File: src/izh_pkg.sv
// ----------------------------------------------------------------------------
// izh_pkg
// shared widths, s16.15 constants, register indexes and fixed-point helpers
// for the izhikevich rk2 step block
// ----------------------------------------------------------------------------
package izh_pkg;

  localparam int unsigned XW     = 32;  // s16.15 word
  localparam int unsigned TSW    = 31;  // timestep register width
  localparam int unsigned ADDR_W = 5;   // eight word registers
  localparam int unsigned IDX_W  = 3;

  typedef logic signed [XW-1:0] fx_t;
  typedef logic [IDX_W-1:0]     reg_idx_t;

  // constants in units of 2^-15
  localparam fx_t K_140   = 32'sd4587520;
  localparam fx_t K_5     = 32'sd163840;
  localparam fx_t K_0P04  = 32'sd1311;
  localparam fx_t K_30    = 32'sd983040;
  localparam fx_t K_1P85  = 32'sd60621;
  localparam fx_t K_1P001 = 32'sd32801;

  // register map (word index)
  localparam reg_idx_t REG_A      = 3'd0;
  localparam reg_idx_t REG_B      = 3'd1;
  localparam reg_idx_t REG_C      = 3'd2;
  localparam reg_idx_t REG_D      = 3'd3;
  localparam reg_idx_t REG_OFFSET = 3'd4;
  localparam reg_idx_t REG_TSTEP  = 3'd5;
  localparam reg_idx_t REG_INIT_V = 3'd6;
  localparam reg_idx_t REG_INIT_U = 3'd7;

  // reset values
  localparam fx_t             RST_A      = 32'sd655;
  localparam fx_t             RST_B      = 32'sd6554;
  localparam fx_t             RST_C      = -32'sd2129920;
  localparam fx_t             RST_D      = 32'sd65536;
  localparam fx_t             RST_OFFSET = 32'sd0;
  localparam logic [TSW-1:0]  RST_TSTEP  = 31'd32768;
  localparam fx_t             RST_INIT_V = -32'sd2129920;
  localparam fx_t             RST_INIT_U = -32'sd425984;

  // full product, floor shift by 15, wrap to 32 bits
  function automatic fx_t fx_mul(fx_t x, fx_t y);
    logic signed [2*XW-1:0] p;
    p = x * y;
    return fx_t'(p[XW+14:15]);
  endfunction

  function automatic fx_t fx_half(fx_t x);
    return x >>> 1;
  endfunction

endpackage

File: src/izh_if.sv
// ----------------------------------------------------------------------------
// izh_in_if / izh_out_if
// valid/ready stream channels for timestep beats and result beats
// ----------------------------------------------------------------------------
interface izh_in_if import izh_pkg::*; ();
  logic valid;
  logic ready;
  fx_t  excitatory_current;
  fx_t  inhibitory_current;
  fx_t  bias_current;

  modport source (output valid, excitatory_current, inhibitory_current, bias_current,
                  input ready);
  modport sink   (input valid, excitatory_current, inhibitory_current, bias_current,
                  output ready);
endinterface

interface izh_out_if import izh_pkg::*; ();
  logic valid;
  logic ready;
  logic spiked;
  fx_t  membrane_voltage;

  modport source (output valid, spiked, membrane_voltage, input ready);
  modport sink   (input valid, spiked, membrane_voltage, output ready);
endinterface

File: src/izhikevich_neuron_rk2_step.sv
// ----------------------------------------------------------------------------
// izhikevich_neuron_rk2_step
// one izhikevich neuron, one rk2 midpoint step per input beat, s16.15 math
// ----------------------------------------------------------------------------
// channel   dir  handshake        payload
// in_i      in   valid/ready      excitatory_current, inhibitory_current,
//                                 bias_current (s16.15 each)
// out_o     out  valid/ready      spiked, membrane_voltage (s16.15)
// apb       in   psel/penable     eight 32-bit registers at 4*index
//
// the result beat is registered when the final step retires; the first beat
// after reset also runs an init step, which loads v, u and h from the
// initial registers; a new beat is taken only once the sequencer is back in
// idle; the step sequence is set by the single shared 32x32 multiplier, used once
// per sequencer step
// reset is asynchronous, active low, and returns the neuron to idle
// the result sits in an output register, so the next beat is accepted while
// it waits; only the final step stalls if the previous result is still held
// ----------------------------------------------------------------------------
module izhikevich_neuron_rk2_step import izh_pkg::*; (
  input  logic              clk_i,
  input  logic              rst_ni,
  izh_in_if.sink            in_i,
  izh_out_if.source         out_o,
  input  logic              psel,
  input  logic              penable,
  input  logic              pwrite,
  input  logic [ADDR_W-1:0] paddr,
  input  logic [XW-1:0]     pwdata,
  output logic [XW-1:0]     prdata,
  output logic              pready
);

  // sequencer, one multiply per step
  typedef enum logic [14:0] {
    ST_IDLE  = 15'h0001,
    ST_INIT  = 15'h0002,  // first beat: load v, u, h
    ST_CUR0  = 15'h0004,
    ST_CUR1  = 15'h0008,
    ST_CUR2  = 15'h0010,
    ST_PRE   = 15'h0020,
    ST_ALPHA = 15'h0040,
    ST_ETA0  = 15'h0080,
    ST_ETA1  = 15'h0100,
    ST_DV0   = 15'h0200,
    ST_DV1   = 15'h0400,
    ST_DV2   = 15'h0800,
    ST_DV3   = 15'h1000,
    ST_VUPD  = 15'h2000,
    ST_FIN   = 15'h4000
  } state_e;

  state_e state_q, state_d;
  logic   started_q, started_d;
  logic   out_valid_q, out_valid_d;

  // configuration registers
  fx_t            a_q, b_q, c_q, d_q, offset_q, init_v_q, init_u_q;
  logic [TSW-1:0] tstep_q;

  // neuron state and step temporaries
  fx_t  v_q, u_q, h_q;
  fx_t  exc_q, inh_q, bias_q;
  fx_t  pre_q, acc_q, t1_q, t2_q, t3_q, beta_q, eta_q;
  logic out_spiked_q;
  fx_t  out_v_q;

  fx_t  mul_a, mul_b, mul_p;
  fx_t  tstep_ext;
  fx_t  v_new;
  logic spike;
  logic in_acc, fin_go, cfg_wr;
  reg_idx_t cfg_idx;

  assign tstep_ext = fx_t'({1'b0, tstep_q});

  // ---------------------------------------------------------------------------
  // apb register port, no wait states
  // ---------------------------------------------------------------------------
  assign pready  = 1'b1;
  assign cfg_idx = paddr[ADDR_W-1:2];
  assign cfg_wr  = psel & penable & pwrite & pready;

  always_ff @(posedge clk_i or negedge rst_ni) begin
    if (!rst_ni) begin
      a_q      <= RST_A;
      b_q      <= RST_B;
      c_q      <= RST_C;
      d_q      <= RST_D;
      offset_q <= RST_OFFSET;
      tstep_q  <= RST_TSTEP;
      init_v_q <= RST_INIT_V;
      init_u_q <= RST_INIT_U;
    end else if (cfg_wr) begin
      unique case (cfg_idx)
        REG_A:      a_q      <= fx_t'(pwdata);
        REG_B:      b_q      <= fx_t'(pwdata);
        REG_C:      c_q      <= fx_t'(pwdata);
        REG_D:      d_q      <= fx_t'(pwdata);
        REG_OFFSET: offset_q <= fx_t'(pwdata);
        REG_TSTEP:  tstep_q  <= pwdata[TSW-1:0];
        REG_INIT_V: init_v_q <= fx_t'(pwdata);
        REG_INIT_U: init_u_q <= fx_t'(pwdata);
        default:    ;
      endcase
    end
  end

  always_comb begin
    unique case (cfg_idx)
      REG_A:      prdata = a_q;
      REG_B:      prdata = b_q;
      REG_C:      prdata = c_q;
      REG_D:      prdata = d_q;
      REG_OFFSET: prdata = offset_q;
      REG_TSTEP:  prdata = {1'b0, tstep_q};
      REG_INIT_V: prdata = init_v_q;
      REG_INIT_U: prdata = init_u_q;
      default:    prdata = '0;
    endcase
  end

  // ---------------------------------------------------------------------------
  // handshakes
  // ---------------------------------------------------------------------------
  assign in_i.ready = (state_q == ST_IDLE);
  assign in_acc     = in_i.valid & in_i.ready;
  // last step only retires once the output register is free
  assign fin_go     = (state_q == ST_FIN) & (~out_valid_q | out_o.ready);

  assign out_o.valid            = out_valid_q;
  assign out_o.spiked           = out_spiked_q;
  assign out_o.membrane_voltage = out_v_q;

  // ---------------------------------------------------------------------------
  // sequencer
  // ---------------------------------------------------------------------------
  always_comb begin
    state_d     = state_q;
    started_d   = started_q;
    out_valid_d = out_valid_q & ~out_o.ready;
    unique case (state_q)
      ST_IDLE:  if (in_acc) begin
                  state_d = started_q ? ST_CUR0 : ST_INIT;
                end
      ST_INIT:  begin
                  state_d   = ST_CUR0;
                  started_d = 1'b1;
                end
      ST_CUR0:  state_d = ST_CUR1;
      ST_CUR1:  state_d = ST_CUR2;
      ST_CUR2:  state_d = ST_PRE;
      ST_PRE:   state_d = ST_ALPHA;
      ST_ALPHA: state_d = ST_ETA0;
      ST_ETA0:  state_d = ST_ETA1;
      ST_ETA1:  state_d = ST_DV0;
      ST_DV0:   state_d = ST_DV1;
      ST_DV1:   state_d = ST_DV2;
      ST_DV2:   state_d = ST_DV3;
      ST_DV3:   state_d = ST_VUPD;
      ST_VUPD:  state_d = ST_FIN;
      ST_FIN:   if (fin_go) begin
                  state_d     = ST_IDLE;
                  out_valid_d = 1'b1;
                end
      default:  state_d = ST_IDLE;
    endcase
  end

  always_ff @(posedge clk_i or negedge rst_ni) begin
    if (!rst_ni) begin
      state_q     <= ST_IDLE;
      started_q   <= 1'b0;
      out_valid_q <= 1'b0;
    end else begin
      state_q     <= state_d;
      started_q   <= started_d;
      out_valid_q <= out_valid_d;
    end
  end

  // ---------------------------------------------------------------------------
  // shared multiplier operand select
  // ---------------------------------------------------------------------------
  always_comb begin
    unique case (state_q)
      ST_INIT:  begin mul_a = tstep_ext; mul_b = K_1P001; end  // initial h
      ST_CUR0:  begin mul_a = K_0P04;    mul_b = v_q;     end
      ST_CUR1:  begin mul_a = b_q;       mul_b = v_q;     end
      ST_CUR2:  begin mul_a = t1_q;      mul_b = v_q;     end  // (5 + 0.04v)v
      ST_PRE:   begin mul_a = h_q;       mul_b = t2_q;    end  // h(bv - u)
      ST_ALPHA: begin mul_a = t2_q;      mul_b = a_q;     end
      ST_ETA0:  begin mul_a = h_q;       mul_b = t1_q;    end  // h*alpha
      ST_ETA1:  begin mul_a = a_q;       mul_b = h_q;     end
      ST_DV0:   begin mul_a = K_0P04;    mul_b = eta_q;   end
      ST_DV1:   begin mul_a = b_q;       mul_b = eta_q;   end
      ST_DV2:   begin mul_a = t1_q;      mul_b = eta_q;   end
      ST_DV3:   begin mul_a = t2_q;      mul_b = t3_q;    end  // ah*du
      ST_VUPD:  begin mul_a = h_q;       mul_b = t1_q;    end  // h*dv
      ST_FIN:   begin mul_a = tstep_ext; mul_b = K_1P85;  end  // post-spike h
      default:  begin mul_a = '0;        mul_b = '0;      end
    endcase
  end

  assign mul_p = fx_mul(mul_a, mul_b);

  // threshold test on the updated voltage
  assign v_new = v_q + t1_q;
  assign spike = (v_new >= K_30);

  // ---------------------------------------------------------------------------
  // datapath registers
  // ---------------------------------------------------------------------------
  always_ff @(posedge clk_i) begin
    unique case (state_q)
      ST_IDLE:  if (in_acc) begin
                  exc_q  <= in_i.excitatory_current;
                  inh_q  <= in_i.inhibitory_current;
                  bias_q <= in_i.bias_current;
                end
      ST_INIT:  begin
                  v_q <= init_v_q;
                  u_q <= init_u_q;
                  h_q <= mul_p;
                end
      ST_CUR0:  begin
                  pre_q <= exc_q - inh_q;
                  t1_q  <= mul_p;
                end
      ST_CUR1:  begin
                  pre_q <= pre_q + bias_q;
                  t1_q  <= K_5 + t1_q;
                  t2_q  <= mul_p;
                end
      ST_CUR2:  begin
                  pre_q <= pre_q + offset_q;
                  t1_q  <= mul_p;
                  t2_q  <= t2_q - u_q;
                end
      ST_PRE:   begin
                  pre_q <= pre_q - u_q + K_140;
                  t2_q  <= mul_p;
                end
      ST_ALPHA: begin
                  t1_q   <= pre_q + t1_q;  // alpha
                  beta_q <= mul_p;
                end
      ST_ETA0:  begin
                  t1_q   <= mul_p;
                  beta_q <= fx_half(beta_q);
                end
      ST_ETA1:  begin
                  eta_q <= v_q + fx_half(t1_q);
                  t2_q  <= mul_p;  // a*h
                end
      ST_DV0:   t1_q <= mul_p;
      ST_DV1:   begin
                  t1_q  <= K_5 + t1_q;
                  acc_q <= pre_q - beta_q;
                  t3_q  <= mul_p;
                end
      ST_DV2:   begin
                  t1_q <= mul_p;
                  t3_q <= t3_q - u_q - beta_q;  // du
                end
      ST_DV3:   begin
                  t1_q <= acc_q + t1_q;  // dv
                  t3_q <= mul_p;
                end
      ST_VUPD:  begin
                  t1_q <= mul_p;
                  u_q  <= u_q + t3_q;
                end
      ST_FIN:   if (fin_go) begin
                  v_q          <= spike ? c_q : v_new;
                  u_q          <= spike ? (u_q + d_q) : u_q;
                  h_q          <= spike ? mul_p : tstep_ext;
                  out_spiked_q <= spike;
                  out_v_q      <= spike ? c_q : v_new;
                end
      default:  ;
    endcase
  end

endmodule

File: src/flat_wrapper.sv
// flat-port wrapper written by rule: the top's interface ports become plain ports
module izhikevich_neuron_rk2_step_flat import izh_pkg::*;
  (clk_i, rst_ni, psel, penable, pwrite, paddr, pwdata, prdata, pready, in_i_valid, in_i_excitatory_current, in_i_inhibitory_current, in_i_bias_current, in_i_ready, out_o_valid, out_o_spiked, out_o_membrane_voltage, out_o_ready);
  izh_in_if in_i_i ();
  izh_out_if out_o_i ();
  input  logic clk_i;
  input  logic rst_ni;
  input  logic psel;
  input  logic penable;
  input  logic pwrite;
  input  logic [ADDR_W-1:0] paddr;
  input  logic [XW-1:0] pwdata;
  output logic [XW-1:0] prdata;
  output logic pready;
  input wire logic [$bits(in_i_i.valid)-1:0] in_i_valid;
  input wire logic [$bits(in_i_i.excitatory_current)-1:0] in_i_excitatory_current;
  input wire logic [$bits(in_i_i.inhibitory_current)-1:0] in_i_inhibitory_current;
  input wire logic [$bits(in_i_i.bias_current)-1:0] in_i_bias_current;
  output wire logic [$bits(in_i_i.ready)-1:0] in_i_ready;
  output wire logic [$bits(out_o_i.valid)-1:0] out_o_valid;
  output wire logic [$bits(out_o_i.spiked)-1:0] out_o_spiked;
  output wire logic [$bits(out_o_i.membrane_voltage)-1:0] out_o_membrane_voltage;
  input wire logic [$bits(out_o_i.ready)-1:0] out_o_ready;
  assign in_i_i.valid = in_i_valid;
  assign in_i_i.excitatory_current = in_i_excitatory_current;
  assign in_i_i.inhibitory_current = in_i_inhibitory_current;
  assign in_i_i.bias_current = in_i_bias_current;
  assign in_i_ready = in_i_i.ready;
  assign out_o_valid = out_o_i.valid;
  assign out_o_spiked = out_o_i.spiked;
  assign out_o_membrane_voltage = out_o_i.membrane_voltage;
  assign out_o_i.ready = out_o_ready;
  izhikevich_neuron_rk2_step u_core (.clk_i(clk_i), .rst_ni(rst_ni), .in_i(in_i_i), .out_o(out_o_i), .psel(psel), .penable(penable), .pwrite(pwrite), .paddr(paddr), .pwdata(pwdata), .prdata(prdata), .pready(pready));
endmodule
File: config.mk
export PLATFORM = sky130hd
export DESIGN_NAME = izhikevich_neuron_rk2_step_flat
export DESIGN_NICKNAME = d
export VERILOG_FILES = /design/src/izh_pkg.sv /design/src/izh_if.sv /design/src/izhikevich_neuron_rk2_step.sv /design/src/flat_wrapper.sv
export SDC_FILE = /design/constraint.sdc
export NUM_CORES = 2
export LEC_CHECK = 0
export ABC_AREA = 1
export BUFFER_PORTS_ARGS = -buffer_cell sky130_fd_sc_hd__buf_2
export CORE_MARGIN = 2
export CORE_UTILIZATION = 40
export DETAILED_ROUTE_END_ITERATION = 12
export PLACE_DENSITY_LB_ADDON = 0.05
export SYNTH_ARGS = -nofsm -noshare
export SYNTH_HDL_FRONTEND = slang
export SYNTH_SLANG_ARGS = --single-unit
File: constraint.sdc
create_clock -name clk_i -period 9.5 [get_ports clk_i]
set_input_delay 0.475 -clock clk_i [delete_from_list [all_inputs] [get_ports clk_i]]
set_output_delay 0.475 -clock clk_i [all_outputs]
set_load 0.01 [all_outputs]
Word level (Yosys, flattened, before mapping)
Index checks and enable logic that the tools add are counted.
{"block": "totals", "ff_bits": 721, "input_bits": 140, "out_inout_bits": 68, "elab_cells": 136}
{"block": "classes", "addsub": 16, "mul": 1, "n_lt_le_gt_ge": 1, "eq_ne": 25, "n_mux": 23, "bitwise_logic": 9, "n_reduce_logical": 34}
{"operator": "one-hot mux 32 bit (2 select lines)", "n": 5}
{"operator": "one-hot mux 32 bit (9 select lines)", "n": 1}
{"operator": "one-hot mux 32 bit (4 select lines)", "n": 2}
{"operator": "one-hot mux 32 bit (8 select lines)", "n": 1}
{"operator": "one-hot mux 15 bit (15 select lines)", "n": 1}
{"operator": "adder 32 bit", "n": 7}
{"operator": "one-hot mux 32 bit (7 select lines)", "n": 1}
{"operator": "two-way mux 32 bit", "n": 6}
{"operator": "subtractor 32 bit", "n": 6}
{"operator": "one-hot mux 32 bit (3 select lines)", "n": 1}
{"operator": "multiplier 32 x 32 -> 47 bit", "n": 1}
{"operator": "adder 19 x 32 -> 32 bit, first input constant", "n": 1}
{"operator": "adder 32 x 24 -> 32 bit, second input constant", "n": 1}
{"operator": "adder 32 x 31 -> 32 bit", "n": 1}
{"operator": "greater-or-equal comparator 32 x 21 -> 1 bit, second input constant", "n": 1}
{"operator": "two-way mux 15 bit", "n": 2}
{"operator": "AND reduction 2 bit", "n": 13}
{"operator": "== test 15 x 1 -> 1 bit, second input constant", "n": 1}
{"operator": "== test 15 x 10 -> 1 bit, second input constant", "n": 1}
{"operator": "== test 15 x 11 -> 1 bit, second input constant", "n": 1}
{"operator": "== test 15 x 12 -> 1 bit, second input constant", "n": 1}
{"operator": "== test 15 x 13 -> 1 bit, second input constant", "n": 1}
{"operator": "== test 15 x 14 -> 1 bit, second input constant", "n": 1}
{"operator": "== test 15 bit, second input constant", "n": 1}
{"operator": "other kinds (26)", "n": 51}

Depth between registers and ports, before layout
{"block": "depth", "ltp_word": 7, "depth_mapped": 46}

Worst setup path before layout
No wires, ideal clock.
{"block": "synth_timing", "path_kind": "register -> register", "start": "register u_core.state_q[0]", "end": "register u_core.t1_q[15], data pin", "setup_time_ps": 273, "arrival_ps": 8122, "required_ps": 9227, "slack_ps": 1104, "path_stages_with_launch": 39, "n_path_buf": 4, "period_less_slack_ps": 8396, "cell_sequence": "dfstp_2 -> nor2_2 -> nand2_4 -> nor2_8 -> buf_8 -> nand3b_1 -> nand3_2 -> buf_4 -> clkbuf_1 -> a22o_1 -> a2111oi_0 -> inv_1 -> clkbuf_1 -> nand2_1 -> inv_1 -> fa_1 -> fa_1 -> fa_1 -> (+3 left out) -> fa_1 -> inv_1 -> fa_1 -> inv_1 -> fa_1 -> fa_1 -> ha_1 -> a21oi_1 -> inv_1 -> a31oi_1 -> inv_1 -> a21oi_1 -> o21ai_0 -> a21oi_1 -> o21ai_1 -> or2_1 -> nand3_1 -> o221ai_1"}
{"block": "synth_via", "elab_chain_cells": 5, "word_cells_on_any_way": 28}
{"element": "start: declaration", "line_no": "izhikevich_neuron_rk2_step.sv:53", "source": "state_e state_q, state_d;"}
{"element": "start signal: assignment", "line_no": "izhikevich_neuron_rk2_step.sv:176", "source": "state_q <= state_d;"}
{"element": "== test 15 x 10 -> 1 bit (tied with other cells)", "line_no": "izhikevich_neuron_rk2_step.sv:186, izhikevich_neuron_rk2_step.sv:215"}
{"element": "OR reduction 3 bit (no line) / OR reduction 2 bit (equally long branches)"}
{"element": "one-hot mux 32 bit (9 select lines) / one-hot mux 32 bit (7 select lines) (equally long branches)", "line_no": "izhikevich_neuron_rk2_step.sv:186", "source": "unique case (state_q)"}
{"element": "multiplier 32 x 32 -> 47 bit", "line_no": "izh_pkg.sv:47", "source": "p = x * y;"}
{"element": "one-hot mux 32 bit (4 select lines) (*)", "line_no": "izhikevich_neuron_rk2_step.sv:215", "source": "unique case (state_q)"}
{"element": "end signal: assignment", "line_no": "izhikevich_neuron_rk2_step.sv:228", "source": "t1_q <= mul_p;"}
{"element": "end signal: assignment", "line_no": "izhikevich_neuron_rk2_step.sv:232", "source": "t1_q <= K_5 + t1_q;"}
{"element": "end signal: assignment", "line_no": "izhikevich_neuron_rk2_step.sv:237", "source": "t1_q <= mul_p;"}
{"element": "end: declaration", "line_no": "izhikevich_neuron_rk2_step.sv:64", "source": "fx_t pre_q, acc_q, t1_q, t2_q, t3_q, beta_q, eta_q;"}
Mark *: on every way between the ends. The rest lies on a longest branch, timed or not.
A chain may end at the register's enable or synchronous reset.

Worst setup path in the final report
{"block": "layout_timing", "start": "register u_core.state_q[9]", "end": "register u_core.h_q[29], data pin"}
{"block": "layout_via", "elab_chain_cells": 7, "word_cells_on_any_way": 29}
{"element": "== test 15 x 10 -> 1 bit (tied with other cells)", "line_no": "izhikevich_neuron_rk2_step.sv:186"}
{"element": "OR reduction 3 bit (no line) / OR reduction 2 bit (equally long branches)"}
{"element": "one-hot mux 32 bit (9 select lines) / one-hot mux 32 bit (7 select lines) (equally long branches)", "line_no": "izhikevich_neuron_rk2_step.sv:186"}
{"element": "multiplier 32 x 32 -> 47 bit", "line_no": "izh_pkg.sv:47"}
{"element": "two-way mux 32 bit", "line_no": "izhikevich_neuron_rk2_step.sv:277", "source": "h_q <= spike ? mul_p : tstep_ext;"}
{"element": "two-way mux 32 bit", "line_no": "izhikevich_neuron_rk2_step.sv:274", "source": "ST_FIN: if (fin_go) begin"}
{"element": "one-hot mux 32 bit (2 select lines) (*)", "line_no": "izhikevich_neuron_rk2_step.sv:215"}
{"element": "end signal: assignment", "line_no": "izhikevich_neuron_rk2_step.sv:224", "source": "h_q <= mul_p;"}
{"element": "end signal: assignment", "line_no": "izhikevich_neuron_rk2_step.sv:277"}
{"element": "end: declaration", "line_no": "izhikevich_neuron_rk2_step.sv:62", "source": "fx_t v_q, u_q, h_q;"}
Mark *: on every way between the ends. The rest lies on a longest branch, timed or not. The select of a mux whose other input is x is not followed.

==> impl_metrics.json <==
{
  "syn2layout_area_growth_pct": 16.74,
  "wire_per_inst_microns": 28.68,
  "ant_nets": 0,
  "drive_above_1_share_pct": 12.05,
  "hpwl_mm": 327.6,
  "async_flop_share_pct": 37.73,
  "worst-slew-pin-transition_ns": 1.168,
  "start_kind": "register",
  "start_util_pct": 40.29,
  "max_freq_mhz": 108.2,
  "nets": 12433,
  "dr.first_iter.drc_count": 8124,
  "ios": 208,
  "ys_ff_latch": 721,
  "die_area_sq_um": 205100,
  "arrival_ns": 9.72,
  "yosysUniqueCellTypes": 73,
  "yosys-top-cells-area": "fa_1, edfxtp_1, nand2_1",
  "setup_viol": 0,
  "skew_ns": 0.05175,
  "hold_violations": 0,
  "synth_top_area_share_pct": 21.26,
  "grt_pass1_wl_mm": 549.8,
  "finalWeightedCongestion": 1.078,
  "yosys_most_used_dff": "edfxtp_1",
  "avgViaCountPerCell": 5.521,
  "rsz0062_at_grt": "yes",
  "cpMostUsedCell": "fa_1",
  "dr_total_vias": 75511,
  "yosysWarnings": 0,
  "crit_type": "register to register",
  "final_cells": 13677,
  "grt_use_total_pct": 37.89,
  "crit_path_end_kind": "register",
  "slew_headroom_pct": 22.11,
  "wl_mm": 392.3,
  "cpMaxStageDelayCell": "a221oi_1",
  "period_needed_ns": 9.240,
  "synth-edff-count": 449,
  "clock-sinks": 721,
  "syn_area_per_cell_sq_um": 7.875,
  "grt_pass1_vias": 75259,
  "path_clk_slew_ns": 0.06,
  "drc_errors": 0,
  "power.density_nw_per_um2": 164.7,
  "hold_path.class": "input pin to register",
  "antenna_found_initial": 33,
  "post-place-ws_ns": -0.3000,
  "clk_path_buf_depth": 3,
  "cts_buffers": 85,
  "dr.pass1.iters": 6,
  "ys_seq_area_share_pct": 25.27,
  "maxCapViolCount": 0,
  "core_sq_um": 200100,
  "tns_ns": 0,
  "port_buffers": 204,
  "chipWidth_microns": 452.9,
  "synthesis.area_sq_um": 80610,
  "crit_path_max_fanout": 27,
  "fillers": 20222,
  "cts-root-buf": "clkbuf_16",
  "dp.cells": 13377,
  "synth_top_area_cell": "fa_1",
  "critPathRequiredTime_ns": 9.98,
  "grt_overflow_total": 0,
  "rows": 164,
  "cts_tree": "built",
  "final_util_pct": 47.04,
  "max_stage_delay_ns": 0.81,
  "p_leak_nw": 47.12,
  "insertion_delay_ns": 0.75,
  "worst_slack_ns": 0.2599,
  "ir_drop_uv": 231.0,
  "die_h_microns": 452.9,
  "report.final.slew_viol_count": 0,
  "grt_start_max_net_pins": 78,
  "status": "finished, final reports clean",
  "syn-num-nets": 11737,
  "synth_cells": 10236,
  "fin_hold_ws_ns": 0.03743,
  "htreeDepth": 3,
  "fin_crit_sh_pct": 97.26
}
[cell families (layout without fill, tap and decap cells)]
| family | Yosys count | in the layout | synth area share (%) |
|---|---|---|---|
| other | 1 | 17 | 0.004652 |
| AO/OA/AOI/OAI | 1695 | 1695 | 11.98 |
| AND/OR/NAND/NOR | 3792 | 3793 | 19.40 |
| XOR/XNOR | 254 | 254 | 2.788 |
| flip-flops | 721 | 721 | 25.27 |
| buffers and inverters | 2412 | 3180 | 11.47 |
| adder cells (fa/ha/maj) | 1361 | 1361 | 29.10 |
[Yosys cell counts, types with 117 or more instances]
cell         n
nand2_1   2597
inv_1     2037
fa_1       856
o21ai_0    702
ha_1       505
a21oi_1    472
nor2_1     465
edfxtp_1   449
nand3_1    406
clkbuf_1   267
dfrtp_1    209
xor2_1     134
xnor2_1    117
[worst max-delay path: cells and delay by family, from the launching register on]
kind / cells / cell delay [ns]
buffers and inverters: 11 / 1.37
DFF: 1 / 0.40
and+or+nand+nor: 9 / 1.17
adders and majority gates: 9 / 4.39
AOI/OAI and AO/OA: 5 / 1.62
[metrics by stage]
stage / instance area [sq um] / power (mW)
after floorplan: 80610 / 8.263
after global placement: 89310 / 11.58
after detailed placement: 89310 / 11.62
after CTS: 93480 / 15.32
after global routing: 94070 / 16.17
final: 94100 / 15.50
[what timing repair did]
action | 4_1_cts | 5_1_grt
buffers inserted | 5 | 12
pin swaps | 1 | 7
setup endpoints to repair | 104 | 128
endpoints found under the hold margin | 172 | 0
hold buffers | 103 | 0
gates resized for setup | 10 | 95
gates cloned | 0 | 4
[power breakdown]
part / switching (mW) / internal, mW / total, mW
Sequential: 0.521 / 4.07 / 4.59
Combinational: 4.91 / 2.36 / 7.28
Clock: 1.59 / 2.04 / 3.64
[layout by cell type, fill, tap and decap left out, types with 62 or more instances in the layout]
cell	Yosys	final
a21oi_1	472	462
buf_12	0	79
buf_2	25	203
buf_4	19	569
clkbuf_16	0	90
dfrtp_1	209	209
dfstp_2	63	63
dlygate4sd3_1	0	103
edfxtp_1	449	449
fa_1	856	855
ha_1	505	499
inv_1	2037	2029
nand2_1	2597	2578
nand3_1	406	399
nor2_1	465	447
nor3_1	71	62
o21ai_0	702	697
o22ai_1	102	99
xnor2_1	117	116
xor2_1	134	134
[area by class of cell]
cell class,instances,area [sq um],area share [%]
multi-input combinational,7104,51560,54.79
sequential,721,20370,21.64
timing repair buffer,960,8015,8.517
inverter,2060,7760,8.246
tap,2656,3323,3.531
clock buffer,106,2308,2.453
clock inverter,54,724.4,0.7698
antenna,16,40.04,0.04255
[per-layer routing]
metal  global-route usage, %  up-vias  part of all wire, %
met5                       0        -                0.043
met4                   24.61       24                  7.9
met2                   59.87     3466                   45
li1                        -    33786                    -
met3                   6.467      834                  8.0
met1                   47.90    37401                   39
[final timing paths]
kind / end / from / cells past startpoint / slack [ns]
min reg2reg: u_core.state_q[1]$_DFFE_PN0P_ / u_core.started_q$_DFFE_PN0N_ / 1 / 0.44
max reg2reg: u_core.h_q[29]$_DFFE_PP_ / u_core.state_q[9]$_DFFE_PN0P_ / 34 / 0.26
min in group asynchronous: u_core.offset_q[21]$_DFFE_PN0P_ / rst_ni / 2 / 0.29
min: u_core.init_v_q[11]$_DFFE_PN0P_ / pwdata[11] / 3 / 0.04
max: u_core.h_q[29]$_DFFE_PP_ / u_core.state_q[9]$_DFFE_PN0P_ / 34 / 0.26
max in group asynchronous: u_core.state_q[11]$_DFFE_PN0P_ / rst_ni / 4 / 6.92
(Power assumes the default switching activity.)
